`src/design/rwrp_pkg.sv`:
```
// ----------------------------------------------------------------------------
// rwrp_pkg
// Shared types and codes for the read/write registers response parser.
// ----------------------------------------------------------------------------
package rwrp_pkg;

  localparam logic [7:0] FN_RW_REGS  = 8'h17;
  localparam logic [7:0] FN_EXC_FLAG = 8'h80;

  localparam logic [2:0] EV_START = 3'd0;
  localparam logic [2:0] EV_VALUE = 3'd1;
  localparam logic [2:0] EV_END   = 3'd2;
  localparam logic [2:0] EV_EXC   = 3'd3;
  localparam logic [2:0] EV_ERROR = 3'd4;

  localparam logic [2:0] ERR_NONE  = 3'd0;
  localparam logic [2:0] ERR_SLAVE = 3'd1;
  localparam logic [2:0] ERR_TRUNC = 3'd2;
  localparam logic [2:0] ERR_COUNT = 3'd3;
  localparam logic [2:0] ERR_FUNC  = 3'd4;

  localparam logic [1:0] CFG_EXPECTED_SLAVE = 2'd0;
  localparam logic [1:0] CFG_READ_START     = 2'd1;
  localparam logic [1:0] CFG_READ_QUANTITY  = 2'd2;

  localparam int RES_DEPTH = 4;
  localparam int RES_AW    = 2;

  typedef struct packed {
    logic [2:0]  event_kind;
    logic [15:0] reg_address;
    logic [15:0] reg_value;
    logic [2:0]  error_code;
    logic        run_last;
  } result_t;

endpackage

```
`src/design/rw_registers_response_parser_core.sv`:
```
// ----------------------------------------------------------------------------
// rw_registers_response_parser_core
// Parses a function 0x17 response byte by byte into start, value, end,
// exception and error events.
//
//   channel | direction | handshake            | payload
//   in_     | input     | in_valid / in_ready   | frame_byte, frame_end
//   out_    | output    | out_valid / out_ready | one event per transfer
//   cfg_    | input     | cfg_we                | cfg_index, cfg_wdata
//
// A byte is parsed in the cycle it is taken; its zero, one or two events
// enter a four-entry result queue and appear from the next cycle.
// One byte per cycle is taken while the queue holds at most two events.
// Bytes that cause two events slow input only when the sink stalls.
// Synchronous reset clears parse state and queue, and sets slave 1, start 0, quantity 1.
// ----------------------------------------------------------------------------
module rw_registers_response_parser_core (
  input  logic        clk,
  input  logic        rst_n,
  input  logic        cfg_we,
  input  logic [1:0]  cfg_index,
  input  logic [15:0] cfg_wdata,
  input  logic        in_valid,
  output logic        in_ready,
  input  logic [7:0]  in_frame_byte,
  input  logic        in_frame_end,
  output logic        out_valid,
  input  logic        out_ready,
  output logic [2:0]  out_event_kind,
  output logic [15:0] out_reg_address,
  output logic [15:0] out_reg_value,
  output logic [2:0]  out_error_code,
  output logic        out_run_last
);
  import rwrp_pkg::*;

  typedef enum logic [2:0] {
    PH_ADDR, PH_FUNC, PH_COUNT, PH_HIGH, PH_LOW, PH_EXC, PH_DROP
  } phase_t;

  logic [7:0]  expected_slave_r;
  logic [15:0] read_start_address_r;
  logic [6:0]  read_quantity_r;

  phase_t      phase_r, phase_nxt;
  logic [6:0]  regs_left_r, regs_left_nxt;
  logic [15:0] cur_addr_r, cur_addr_nxt;
  logic [7:0]  hold_r, hold_nxt;

  result_t     res0, res1;
  logic [1:0]  n_res;

  result_t     q_mem [RES_DEPTH];
  logic [RES_AW-1:0] wptr_r, rptr_r;
  logic [RES_AW:0]   count_r, count_nxt;

  logic        in_xfer, out_xfer;
  logic [6:0]  regs_dec;
  phase_t      finish_ph;

  assign in_ready  = (count_r <= (RES_AW+1)'(RES_DEPTH - 2));
  assign out_valid = (count_r != '0);
  assign in_xfer   = in_valid & in_ready;
  assign out_xfer  = out_valid & out_ready;
  assign regs_dec  = regs_left_r - 7'd1;
  assign finish_ph = in_frame_end ? PH_ADDR : PH_DROP;

  function automatic result_t mk_res(logic [2:0] kind, logic [15:0] addr,
                                     logic [15:0] value, logic [2:0] err);
    result_t r;
    r.event_kind  = kind;
    r.reg_address = addr;
    r.reg_value   = value;
    r.error_code  = err;
    r.run_last    = 1'b0;
    return r;
  endfunction

  always_comb begin
    phase_nxt     = phase_r;
    regs_left_nxt = regs_left_r;
    cur_addr_nxt  = cur_addr_r;
    hold_nxt      = hold_r;
    res0          = mk_res(EV_ERROR, '0, '0, ERR_NONE);
    res1          = mk_res(EV_ERROR, '0, '0, ERR_NONE);
    n_res         = 2'd0;
    case (phase_r)
      PH_ADDR: begin
        if (in_frame_byte != expected_slave_r) begin
          res0 = mk_res(EV_ERROR, '0, '0, ERR_SLAVE);
          n_res = 2'd1;
          phase_nxt = finish_ph;
        end else if (in_frame_end) begin
          res0 = mk_res(EV_ERROR, '0, '0, ERR_TRUNC);
          n_res = 2'd1;
          phase_nxt = finish_ph;
        end else begin
          phase_nxt = PH_FUNC;
        end
      end
      PH_FUNC: begin
        if (in_frame_byte == FN_RW_REGS || in_frame_byte == (FN_RW_REGS | FN_EXC_FLAG)) begin
          if (in_frame_end) begin
            res0 = mk_res(EV_ERROR, '0, '0, ERR_TRUNC);
            n_res = 2'd1;
            phase_nxt = finish_ph;
          end else begin
            phase_nxt = (in_frame_byte == FN_RW_REGS) ? PH_COUNT : PH_EXC;
          end
        end else begin
          res0 = mk_res(EV_ERROR, '0, '0, ERR_FUNC);
          n_res = 2'd1;
          phase_nxt = finish_ph;
        end
      end
      PH_COUNT: begin
        if (in_frame_byte != {read_quantity_r, 1'b0}) begin
          res0 = mk_res(EV_ERROR, '0, '0, ERR_COUNT);
          n_res = 2'd1;
          phase_nxt = finish_ph;
        end else begin
          res0 = mk_res(EV_START, '0, '0, ERR_NONE);
          n_res = 2'd1;
          regs_left_nxt = read_quantity_r;
          cur_addr_nxt  = read_start_address_r;
          if (read_quantity_r == '0) begin
            res1 = mk_res(EV_END, '0, '0, ERR_NONE);
            n_res = 2'd2;
            phase_nxt = finish_ph;
          end else if (in_frame_end) begin
            res1 = mk_res(EV_ERROR, '0, '0, ERR_TRUNC);
            n_res = 2'd2;
            phase_nxt = finish_ph;
          end else begin
            phase_nxt = PH_HIGH;
          end
        end
      end
      PH_HIGH: begin
        hold_nxt = in_frame_byte;
        if (in_frame_end) begin
          res0 = mk_res(EV_ERROR, '0, '0, ERR_TRUNC);
          n_res = 2'd1;
          phase_nxt = finish_ph;
        end else begin
          phase_nxt = PH_LOW;
        end
      end
      PH_LOW: begin
        res0 = mk_res(EV_VALUE, cur_addr_r, {hold_r, in_frame_byte}, ERR_NONE);
        n_res = 2'd1;
        cur_addr_nxt  = cur_addr_r + 16'd1;
        regs_left_nxt = regs_dec;
        if (regs_dec == '0) begin
          res1 = mk_res(EV_END, '0, '0, ERR_NONE);
          n_res = 2'd2;
          phase_nxt = finish_ph;
        end else if (in_frame_end) begin
          res1 = mk_res(EV_ERROR, '0, '0, ERR_TRUNC);
          n_res = 2'd2;
          phase_nxt = finish_ph;
        end else begin
          phase_nxt = PH_HIGH;
        end
      end
      PH_EXC: begin
        res0 = mk_res(EV_EXC, '0, {8'h00, in_frame_byte}, ERR_NONE);
        n_res = 2'd1;
        phase_nxt = finish_ph;
      end
      default: begin
        if (in_frame_end) begin
          phase_nxt = PH_ADDR;
        end
      end
    endcase
    if (n_res == 2'd2) begin
      res1.run_last = 1'b1;
    end else begin
      res0.run_last = 1'b1;
    end
  end

  always_comb begin
    count_nxt = count_r;
    if (in_xfer) begin
      count_nxt = count_nxt + (RES_AW+1)'(n_res);
    end
    if (out_xfer) begin
      count_nxt = count_nxt - (RES_AW+1)'(1);
    end
  end

  always_ff @(posedge clk) begin
    if (!rst_n) begin
      expected_slave_r     <= 8'd1;
      read_start_address_r <= 16'd0;
      read_quantity_r      <= 7'd1;
      phase_r              <= PH_ADDR;
      regs_left_r          <= '0;
      cur_addr_r           <= '0;
      hold_r               <= '0;
      wptr_r               <= '0;
      rptr_r               <= '0;
      count_r              <= '0;
    end else begin
      if (cfg_we) begin
        case (cfg_index)
          CFG_EXPECTED_SLAVE: expected_slave_r     <= cfg_wdata[7:0];
          CFG_READ_START:     read_start_address_r <= cfg_wdata;
          CFG_READ_QUANTITY:  read_quantity_r      <= cfg_wdata[6:0];
          default: ;
        endcase
      end
      if (in_xfer) begin
        phase_r     <= phase_nxt;
        regs_left_r <= regs_left_nxt;
        cur_addr_r  <= cur_addr_nxt;
        hold_r      <= hold_nxt;
        wptr_r      <= wptr_r + RES_AW'(n_res);
      end
      if (out_xfer) begin
        rptr_r <= rptr_r + RES_AW'(1);
      end
      count_r <= count_nxt;
    end
  end

  // hold results until transfer
  always_ff @(posedge clk) begin
    if (in_xfer && n_res != 2'd0) begin
      q_mem[wptr_r] <= res0;
    end
    if (in_xfer && n_res == 2'd2) begin
      q_mem[wptr_r + RES_AW'(1)] <= res1;
    end
  end

  assign out_event_kind  = q_mem[rptr_r].event_kind;
  assign out_reg_address = q_mem[rptr_r].reg_address;
  assign out_reg_value   = q_mem[rptr_r].reg_value;
  assign out_error_code  = q_mem[rptr_r].error_code;
  assign out_run_last    = q_mem[rptr_r].run_last;

endmodule

```
`config.mk`:
```
export PLATFORM = sky130hd
export DESIGN_NAME = rw_registers_response_parser_core
export DESIGN_NICKNAME = d
export VERILOG_FILES = /design/src/design/rwrp_pkg.sv /design/src/design/rw_registers_response_parser_core.sv
export SDC_FILE = /design/constraint.sdc
export NUM_CORES = 1
export LEC_CHECK = 0
export BUFFER_PORTS_ARGS = -buffer_cell sky130_fd_sc_hd__buf_2
export CORE_ASPECT_RATIO = 0.5
export CORE_MARGIN = 2
export CORE_UTILIZATION = 39
export CTS_CLUSTER_DIAMETER = 120
export DETAILED_ROUTE_END_ITERATION = 10
export PLACE_DENSITY_LB_ADDON = 0.1
export SETUP_SLACK_MARGIN = 0.3
export SYNTH_ARGS = -nofsm -noshare
export SYNTH_HDL_FRONTEND = slang
export SYNTH_SLANG_ARGS = --single-unit
```
`constraint.sdc`:
```
create_clock -name clk -period 3.3 [get_ports clk]
set_input_delay 0.165 -clock clk [delete_from_list [all_inputs] [get_ports clk]]
set_output_delay 0.165 -clock clk [all_outputs]
set_load 0.005 [all_outputs]
```
[Word level (Yosys, flattened, before mapping)]
Memories as Yosys holds them, arrays and structs flattened. A register that Yosys moved wholly into a read port is not among the register bits.
Cells that the tools add are included.
Word-level totals
  word-level logic and storage cells: 95
  bits in writable memories: 156
  register bits: 72
  output and inout bits: 41
  memories: 1
  input port bits: 32
Cells by class
  multiplexer cells: 44
  add/sub/neg operators: 7
  bitwise operators: 2
  order comparisons: 1
  eq/ne operators: 13
  reductions and logical operators: 17
Memories
  q_mem: depth 4, width 39, rd ports 1, clocked after memory_dff 1, wr ports 2, line rw_registers_response_parser_core.sv:53  | result_t q_mem [RES_DEPTH];
Operators with widths (number)
  $pmux W39 S6: 1
  $mux W39: 4
  $pmux W39 S2: 1
  $mux W3: 16
  $pmux W16 S2: 1
  $pmux W3 S6: 1
  $add A16 B1 Y16 const B: 1
  $mux W16: 1
  $ne A8 B8 Y1: 2
  $logic_not A7 Y1: 2
  $mux W2: 7
  $pmux W7 S2: 1
  $pmux W2 S6: 1
  $reduce_and A2 Y1: 5
  $eq A8 B5 Y1 const B: 1
  $eq A8 B8 Y1 const B: 1
  $mux W1: 8
  $mux W7: 1
  $reduce_bool A7 Y1: 1
  $sub A7 B1 Y7 const B: 1
  $eq A3 B2 Y1 const B: 2
  $eq A3 B3 Y1 const B: 2
  $add A2 B1 Y2 const B: 2
  $eq A2 B2 Y1 const B: 2
  16 further kinds: 19

[Depth between registers and ports, before layout]
  word-level depth: 8
  depth in mapped cells: 16
  gate-level depth less buffers: 15

[Worst setup path after synthesis]
Ideal clock, no wire load.
  kind: flip-flop to flip-flop
  start: reg regs_left_r[0]
  end: reg count_r[1]
  data arrival time: 3.299 ns
  library setup time: 0.065 ns
  path buffers: 1
  path slack: -0.064 ns
  clock period less this slack: 3.364 ns
  data required time: 3.235 ns
  stages on the path, launching flop included: 16
  cells stage by stage: dfxtp_1 -> inv_1 -> ha_1 -> o21bai_1 -> a211o_2 -> a311oi_4 -> a22oi_2 -> buf_6 -> nand2_1 -> inv_1 -> fa_1 -> nor2_1 -> a21oi_1 -> ha_1 -> mux2_2 -> nor2_1
On the way
  cells in the longest elaborated chain, start to end: 8
RTL lines
  start, declared: line rw_registers_response_parser_core.sv:46  | logic [6:0] regs_left_r, regs_left_nxt;
  start signal, assigned: line rw_registers_response_parser_core.sv:217  | regs_left_r <= regs_left_nxt;
  $sub A7 B1 Y7 (*): line rw_registers_response_parser_core.sv:65  | assign regs_dec = regs_left_r - 7'd1;
  $logic_not A7 Y1 (*): line rw_registers_response_parser_core.sv:154  | if (regs_dec == '0) begin
  $mux W2 (*): line rw_registers_response_parser_core.sv:154
  $pmux W2 S6 (*): line rw_registers_response_parser_core.sv:87  | case (phase_r)
  $add A3 B2 Y3 (*): line rw_registers_response_parser_core.sv:187  | count_nxt = count_nxt + (RES_AW+1)'(n_res);
  $mux W3 (*): line rw_registers_response_parser_core.sv:186  | if (in_xfer) begin
  $sub A3 B1 Y3: line rw_registers_response_parser_core.sv:190  | count_nxt = count_nxt - (RES_AW+1)'(1);
  $mux W3 (*): line rw_registers_response_parser_core.sv:189  | if (out_xfer) begin
  end signal, assigned: line rw_registers_response_parser_core.sv:225  | count_r <= count_nxt;
  end, declared: line rw_registers_response_parser_core.sv:55  | logic [RES_AW:0] count_r, count_nxt;
Mark *: on every way between the ends. The rest lies on a longest branch, timed or not.
A chain may end at the register's enable or synchronous reset.

[Final worst setup path]
Ends and elaborated chain as after synthesis.

==> out/results.txt <==
Critical path endpoint category - register
Die Area - 31,100 µm²
Clock share of power - 30.1%
Max FO, Critical Path - 8
Ports - 73
Antenna-violating nets left - 0
Number of remaining DRC errors - 0
RSZ-0062 raised after global routing - true
CP peak stage delay - 530 ps
Post-synth EDFFs - 16
Worst setup SP type - register
H-Tree Level Count - 1
Drt first pass iters - 5
Wire per inst - 21.8 µm
Via/cell ratio - 6.17
Async SR Flop Fraction - 0%
Via count - 10,655
Combinational share of power - 30.3%
Syn Area/Cell - 8.99 µm²
Sequential share of power - 39.7%
Worst Skew - 10.4 ps
Final #Nets - 1,359
Chip Height - 126 µm
CTS Buf Count - 23
Syn-to-layout area delta - 16.0%
Post-synthesis cell type count - 75
Leak - 4.84 nW
Largest net degree at the start of global routing - 95
Initial core utilization - 39.8%
# diodes - 0
TNS Setup - 0 ps
Total Routing Usage GR - 23.8%
Final slew viol count - 0
Ys Warns - 0
Vias in the first global route - 10,062
Worst-path cell chain - buf_4 -> nor2_1 -> or4b_4 -> a311oi_4 -> a22oi_2 -> nand2_4 -> inv_2 -> fa_1 -> nor2_2 -> a21oi_2 -> ha_4 -> mux2_2 -> nor2_1
Net Sw Frac - 35.6%
Initial DRC Count - 1,111
CTS Root Cell - clkbuf_16
Post-synthesis cell area - 11,600 µm²
Routed wire length - 37,600 µm
Final period util - 95.7%
Int Pwr - 5.76 mW
Clock Latency Late Sink - 530 ps
Fraction of layout cells with a size suffix above 1 - 22.2%
Sink Count - 230
Antenna violations before repair - 0
Final setup viols - 0
Most frequent cell on the critical path - nor2_1
Longest Clk Path Bufs - 3
Clock-pin slew on the worst setup and hold paths - 70 ps
Seq/Total Area, Yosys - 41.2%
Worst VDD drop - 322 µV
GRT overflow - 0
Placed inst area - 12,400 µm²
RePlAce Congestion - 0.931
Outcome - complete, no violations
Primary FF master, synth - dfxtp_1
Slew margin rel. - 39.9%
Final Hold Viols - 0
Core Box Area - 29,100 µm²
Slowest CP cell - or4b_4
Post-detail-place hpwl - 24,000 µm
Die Wd - 247 µm
Max-Cap Viols - 0
Hold WS - 38.1 ps
Measured slew at the worst slew-check pin - 901 ps
Post-route cell area - 13,400 µm²
I/O Buffers - 72
Min-delay worst type - input port to register
CP Class - register to register
Net Switching - 3.18 mW
Overall Power - 8.93 mW
Highest clock rate - 317 MHz
Syn_nets - 1,325
Synthesized flop and latch total - 230
Synth Instances - 1,286
First-pass GRT wire length - 58,400 µm
Minimum clock period - 3160 ps
Critical path arrival - 3620 ps
Crit path buf inv count - 2
Critical Path RT - 3770 ps
CTS tree - yes
P per Cell Area - 666 nW/µm²
CP delay by family, top - simple AND/OR/NAND/NOR gates
Num rows - 44
==> power by group through the flow <==
stage	combinational, mW	sequential [mW]	clock (mW)
floorplan	1.82	3.41	0
global route	2.92	3.60	2.85
CTS	2.63	3.54	2.74
global placement	2.54	3.57	0
detailed placement	2.57	3.60	0
finish	2.70	3.54	2.69
==> Yosys cell counts, types with 6 or more instances <==
cell type / count / area (µm²)
dfxtp_1: 214 / 4280
nand2_1: 129 / 484
a31oi_1: 116 / 726
clkbuf_1: 95 / 357
nand3_1: 86 / 430
nor2_1: 84 / 315
a21oi_1: 80 / 400
a311oi_1: 47 / 412
mux4_2: 39 / 878
a211oi_1: 32 / 240
a31o_2: 26 / 228
buf_2: 24 / 120
o21ai_0: 24 / 120
mux2i_1: 22 / 220
buf_1: 21 / 78.8
nor3_1: 20 / 100
and3_1: 16 / 100
edfxtp_1: 16 / 480
inv_1: 14 / 52.6
nor2b_1: 14 / 87.6
o31ai_1: 12 / 90.1
o22ai_1: 11 / 68.8
xnor2_1: 10 / 87.6
buf_4: 8 / 60.1
and2_1: 7 / 43.8
nand4_1: 7 / 43.8
o221a_2: 7 / 78.8
a21o_1: 6 / 45.0
ha_1: 6 / 75.1
or3_1: 6 / 37.5
xor2_1: 6 / 52.6
==> final timing paths <==
path	from	endpoint	slack, ps	depth (start not counted)
setup / recovery	regs_left_r[0]	count_r[1]	140	13
hold / removal	in_frame_byte[4]	q_mem[3][8]	40	3
setup reg to reg	regs_left_r[0]	count_r[1]	140	13
hold reg to reg	read_start_address_r[11]	read_start_address_r[11]	460	2
==> metrics by stage <==
step | setup slack [ps] | util, % | instances
6_report | 143 | 46.1 | 1728
5_1_grt | 37.0 | 46.1 | 1728
4_1_cts | 139 | 45.9 | 1725
3_5_place_dp | 128 | 42.5 | 1659
3_3_place_gp | 166 | 42.5 | 1659
2_1_floorplan | 121 | - | 1286
==> worst min-delay path, delay by kind of cell <==
family | cells | cell delay (ps)
and+or+nand+nor | 1 | 90
buffers and inverters | 1 | 190
AOI/OAI and AO/OA | 1 | 70
==> cells in the final DEF (no fill, tap or decap), types with 10 or more instances in the layout <==
| master | instances |
|---|---|
| mux2i_1 | 22 |
| nand2_1 | 125 |
| nor2_1 | 82 |
| xnor2_1 | 10 |
| and3_1 | 15 |
| edfxtp_1 | 16 |
| a31oi_1 | 115 |
| nor3_1 | 19 |
| nand3_1 | 86 |
| o31ai_1 | 11 |
| o21ai_0 | 24 |
| a311oi_1 | 47 |
| buf_2 | 72 |
| mux4_2 | 39 |
| a21oi_1 | 77 |
| a31o_2 | 26 |
| nor2b_1 | 13 |
| clkbuf_8 | 11 |
| dlygate4sd3_1 | 18 |
| dfxtp_1 | 210 |
| a211oi_1 | 32 |
| clkbuf_16 | 23 |
| buf_4 | 66 |
| inv_1 | 11 |
| o22ai_1 | 11 |
==> sequential cells by signal, indices dropped and copies added (netlist names), 3 cells and up, named ones only <==
name,cells
read_start_address_r,16
count_r,3
expected_slave_r,8
cur_addr_r,16
regs_left_r,7
q_mem,156
read_quantity_r,7
hold_r,8
phase_r,3
==> metal layers <==
metal / share of wire [%] / vias up / track usage (%) / wire (µm)
met5: 0 / - / 0 / 0
met4: 2.1 / 0 / 6.20 / 794
met3: 7.5 / 59 / 4.24 / 2830
met2: 44 / 394 / 35.4 / 16400
met1: 47 / 5276 / 35.3 / 17600
li1: - / 4926 / - / -
==> what timing repair did <==
item,in CTS,in global routing
pin swaps,9,6
setup endpoints to repair,2,3
resized for setup,5,6
hold endpoints to repair,34,0
setup buffers,6,3
hold buffers,18,0
==> kinds of logic (layout without fill, tap and decap cells) <==
| family | Yosys count | in the layout | share of synthesized area [%] |
|---|---|---|---|
| compound gates | 409 | 409 | 25.0 |
| xor+xnor | 16 | 16 | 1.21 |
| simple gates | 398 | 398 | 16.2 |
| mux | 62 | 62 | 9.60 |
| flops | 230 | 230 | 41.2 |
| buf+inv | 164 | 215 | 5.92 |
| fa+ha+maj | 7 | 7 | 0.823 |
==> layout make-up <==
type / instances / area, µm²
inverter: 14 / 52.6
sequential: 230 / 4770
multi-input combinational: 892 / 6240
clock inverter: 2 / 13.8
fill: 2784 / 15700
tap: 391 / 489
clock buffer: 40 / 749
timing repair buffer: 159 / 1100
No activity file was read; power rests on OpenSTA's default activity.
